<file path="config.mk">
export PLATFORM = sky130hd
export DESIGN_NAME = rcpfa_ctrl
export DESIGN_NICKNAME = d
export VERILOG_FILES = /design/src/design/rcpfa_pkg.sv /design/src/design/rcpfa_ctrl.sv
export SDC_FILE = /design/constraint.sdc
export NUM_CORES = 1
export LEC_CHECK = 0
export CAP_MARGIN = 40
export CORE_AREA = 2 2 39 41
export DETAILED_ROUTE_END_ITERATION = 12
export DIE_AREA = 0 0 41 43
export DONT_BUFFER_PORTS = 1
export GPL_ROUTABILITY_DRIVEN = 0
export HOLD_SLACK_MARGIN = 0.1
export PLACE_DENSITY = 0.33
export SKIP_LAST_GASP = 1
export SLEW_MARGIN = 20
export SYNTH_ARGS = -nofsm -noshare
export SYNTH_HDL_FRONTEND = slang
export SYNTH_SLANG_ARGS = --single-unit
</file>
<file path="constraint.sdc">
create_clock -name clk_i -period 2.6 [get_ports clk_i]
set_clock_uncertainty 0.05 [all_clocks]
set_input_delay 0.26 -clock clk_i [delete_from_list [all_inputs] [get_ports clk_i]]
set_output_delay 0.26 -clock clk_i [all_outputs]
set_load 0.005 [all_outputs]
</file>
<file path="src/design/rcpfa_pkg.sv">
// shared widths, command and status codes, and controller/datapath link types
package rcpfa_pkg;

  localparam int unsigned NumPagesDef = 32768;
  localparam int unsigned PageW       = 15;
  localparam int unsigned CountW      = 8;
  localparam int unsigned StatusW     = 3;
  localparam int unsigned CmdW        = 2;

  localparam logic [CmdW-1:0] CMD_ALLOC   = 2'd0;
  localparam logic [CmdW-1:0] CMD_RELEASE = 2'd1;
  localparam logic [CmdW-1:0] CMD_ADDREF  = 2'd2;
  localparam logic [CmdW-1:0] CMD_RESOLVE = 2'd3;

  localparam logic [StatusW-1:0] ST_OK        = 3'd0;
  localparam logic [StatusW-1:0] ST_NO_PAGES  = 3'd1;
  localparam logic [StatusW-1:0] ST_RANGE     = 3'd2;
  localparam logic [StatusW-1:0] ST_NOT_ALLOC = 3'd3;
  localparam logic [StatusW-1:0] ST_SATURATED = 3'd4;

  localparam logic [CountW-1:0] CountMax = 8'd255;

  typedef struct packed {
    logic clear;
    logic accept;
    logic exec;
    logic wr2;
  } ctrl_cmd_t;

  typedef struct packed {
    logic clr_last;
    logic out_busy;
    logic need_wr2;
  } dp_status_t;

endpackage

</file>
<file path="src/design/rcpfa_ctrl.sv">
// controller state machine: clearing pass, idle, execute, second count write
module rcpfa_ctrl
  import rcpfa_pkg::*;
(
  input  logic       clk_i,
  input  logic       rst_ni,
  input  logic       in_valid_i,
  output logic       in_ready_o,
  output ctrl_cmd_t  cmd_o,
  input  dp_status_t sts_i
);

  localparam logic [1:0] S_CLEAR = 2'd0;
  localparam logic [1:0] S_IDLE  = 2'd1;
  localparam logic [1:0] S_EXEC  = 2'd2;
  localparam logic [1:0] S_WR2   = 2'd3;

  logic [1:0] state_q, state_d;

  always_comb begin
    cmd_o.clear  = (state_q == S_CLEAR);
    cmd_o.accept = (state_q == S_IDLE) && in_valid_i;
    cmd_o.exec   = (state_q == S_EXEC) && !sts_i.out_busy;
    cmd_o.wr2    = (state_q == S_WR2);
    in_ready_o   = (state_q == S_IDLE);
  end

  always_comb begin
    state_d = state_q;
    unique case (state_q)
      S_CLEAR: begin
        if (sts_i.clr_last) state_d = S_IDLE;
      end
      S_IDLE: begin
        if (in_valid_i) state_d = S_EXEC;
      end
      S_EXEC: begin
        if (!sts_i.out_busy) state_d = sts_i.need_wr2 ? S_WR2 : S_IDLE;
      end
      S_WR2: begin
        state_d = S_IDLE;
      end
      default: begin
        state_d = S_CLEAR;
      end
    endcase
  end

  always_ff @(posedge clk_i or negedge rst_ni) begin
    if (!rst_ni) begin
      state_q <= S_CLEAR;
    end else begin
      state_q <= state_d;
    end
  end

endmodule

</file>
==> tab_implementation.tex <==
\begin{tabular}{lr}
\hline
Metric & Value \\
\hline
\multicolumn{2}{l}{\textbf{Final layout}} \\
Top register by number of flip-flops & state\_q \\
Layout cells sized above 1 & 0.174 \\
Nets & 36 \\
Max reg flops & 2 \\
Post-layout util & 0.175 \\
Fin cells & 39 \\
\# diodes & 0 \\
Most used cells in the layout excluding fill and tap cells & ha\_1 (5), inv\_1 (4), clkbuf\_4 (3) \\
P\&R area growth vs syn & 27.6\% \\
Commonest non-fill, non-tap cell in the layout & ha\_1 \\
Largest registers ranked by flip-flop count & state\_q (2) \\
\multicolumn{2}{l}{\textbf{STA}} \\
Achievable clock frequency & 716 MHz \\
Number of max-slew violations in the final report & 0 \\
Part of the cycle the worst path needs & 0.537 \\
Worst slew margin relative to its limit & 0.848 \\
Final count of negative-setup-slack endpoints & 0 \\
Aggregate negative setup slack & 0 ns \\
RSZ-0062 raised after global routing & no \\
Number of hold-slack violations in the final timing report & 0 \\
Shortest clock period the worst path allows after layout & 1.40 ns \\
Worst Max-Slew Pin Slew & 0.228 ns \\
\multicolumn{2}{l}{\textbf{Critical path}} \\
Type of the setup path with the least slack & reg2out \\
R2R cell count & 5 \\
CP endpoint kind & primary output \\
Highest cell delay on the worst timing path & $\sim$0.40 ns \\
Chain of cells forming the critical path & inv\_1, ha\_1, nor2b\_1 \\
Required time of the critical path & approximately 2.3 ns \\
Type of element launching the critical path & flip-flop \\
Gate family responsible for the most delay along the worst path & flip-flops \\
WP depth & 3 \\
Slowest cell on crit path & dfrtp\_1 \\
Crit path max fanout & 4 \\
Worst Path Arrival & 1.09 ns \\
Count of buffer and inverter cells on the critical path & 1 \\
\multicolumn{2}{l}{\textbf{Route}} \\
Overall via count from detail\_route & around 130 \\
Wire length after detailed routing & 383 um \\
Post-DR wirelength/cell & 9.82 um \\
DRC viols & 0 \\
Detailed router's first-iteration violation count & 1 \\
Vias per inst & between 3 and 4 \\
Post-route ant nets & 0 \\
First-pass iteration count of the detailed router & 3 \\
\multicolumn{2}{l}{\textbf{Synth}} \\
Gate count of the mapped netlist & 19 \\
Synthesized net count & 30 \\
Fraction of synthesized cell area in xor and xnor cells & 0 \\
Compound-gate portion of the synthesized area & 0.118 \\
Post-synthesis cell type with the largest combined area & ha\_1 \\
Synth area leaders & ha\_1 (33\%), dfrtp\_1 (26\%), mux2i\_1 (11\%) \\
Arithmetic-cell share of the synthesized area counting full adders, half adders and majority gates & 0.329 \\
Top-area cell type share of the netlist area & 0.329 \\
Sequential-to-total area share from yosys stat & 0.263 \\
Mapped Area & 190 um\^{}2 \\
Synth cell types & 9 \\
Average instance area after synthesis & 10.0 um\^{}2 \\
Multiplexer area fraction after synthesis & 0.105 \\
Count of warnings emitted by yosys & 0 \\
Simple-gate area share of the yosys netlist & 0.105 \\
Dominant combinational cell family by area after synthesis & adder cells \\
Flop and latch count out of synthesis & 2 \\
\multicolumn{2}{l}{\textbf{Global routing}} \\
Wire length of the first global-routing pass & 586 um \\
Largest net degree at the start of global routing & 5 \\
Antenna violations before repair & 0 \\
Remaining global-route overflow & 0 \\
Vias in the first global route & 153 \\
Tot GR Track Use & 0.0552 \\
\multicolumn{2}{l}{\textbf{Clock tree}} \\
Hold buffers post-CTS & 1 \\
Deepest clock path buffer count & 2 \\
Post-CTS setup-driven buffer insertion count & 0 \\
CTS tree & built \\
TritonCTS sink count & 2 \\
Clock slew seen by the registers of the worst setup and hold paths & 0.03 ns \\
Inserted Clock Buffers & 3 \\
CTS H-tree depth & 1 \\
\# resized after CTS & 0 \\
Clk\_lat worst skew & 0.22 ns \\
Clock root buffer master & clkbuf\_4 \\
\multicolumn{2}{l}{\textbf{Status}} \\
Result of the run & finished clean \\
\multicolumn{2}{l}{\textbf{Placement}} \\
Cell Count Post-Placement & 35 \\
Count of port buffers added during placement & 0 \\
\multicolumn{2}{l}{\textbf{Die}} \\
Starting density of the core & 0.137 \\
Row Count & 14 \\
DIE AREA & 0.00176 mm\^{}2 \\
Chip Height & about 43 um \\
CORE AREA & 0.00138 mm\^{}2 \\
Die X & 41 um \\
Number of placed I/O pins & 11 \\
\multicolumn{2}{l}{\textbf{Pwr}} \\
Peak ir drop on the vdd network & $\sim$0.34 mV \\
Final Total Pwr & 0.000268 W \\
Power density normalized to cell area & roughly 1100 mW/mm\^{}2 \\
Total leakage power & 0.125 nW \\
\multicolumn{2}{l}{\textbf{Flow run}} \\
Max-cap violations & 0 \\
\multicolumn{2}{l}{\textbf{Worst hold path}} \\
Min-delay worst type & in2async \\
\hline
\end{tabular}
cells in the mapped netlist:
cell / n
mux2i_1: 2
a21o_1: 1
ha_1: 5
and2_1: 1
inv_1: 4
nor2b_1: 1
nand2_1: 2
o221ai_2: 1
dfrtp_1: 2
worst paths after layout:
path                            startpoint    endpoint  slack, ns
max in group asynchronous           rst_ni  state_q[0]       2.16
worst max register to register  state_q[1]  state_q[0]       1.21
worst max-delay path            state_q[0]    cmd_o[1]       1.20
min in group clk_i                sts_i[1]  state_q[1]       0.25
worst min-delay path                rst_ni  state_q[1]       0.22
worst min register to register  state_q[0]  state_q[0]       0.60
cell families after synthesis:
family | Yosys count
flops | 2
simple gates | 4
buf+inv | 4
mux | 2
compound gates | 2
fa+ha+maj | 5
where the power goes:
group,internal (W),leakage [nW],switching (W)
logic,0.0000635,0.0874,0.0000749
registers,0.0000466,0.0241,0.0000144
clock network,0.0000509,0.0138,0.0000173
per-stage QoR:
stage	hold slack (ns)	setup slack (ns)	cell area (um^2)
final	0.220	1.20	243
after global routing	0.213	1.09	243
after CTS	0.208	1.18	243
after detailed placement	-0.0855	1.19	210
after global placement	-0.0855	1.22	210
after floorplan	-0.0856	1.35	190
layout make-up:
| cell class | count | area, um^2 |
|---|---|---|
| Sequential cell | 2 | 50.0 |
| Clock buffer | 3 | 22.5 |
| Inverter | 4 | 15.0 |
| Tap cell | 16 | 20.0 |
| Timing Repair Buffer | 1 | 10.0 |
| Multi-Input combinational cell | 13 | 125 |
| Fill cell | 157 | 1140 |
layer usage:
layer	vias to the layer above	part of all wire	track usage
met5	-	0	0
met4	0	0	0.0600
met2	11	0.47	0.0781
li1	68	-	-
met3	0	0.18	0.0366
met1	53	0.35	0.0450
Power figures use the tool's default switching activity.
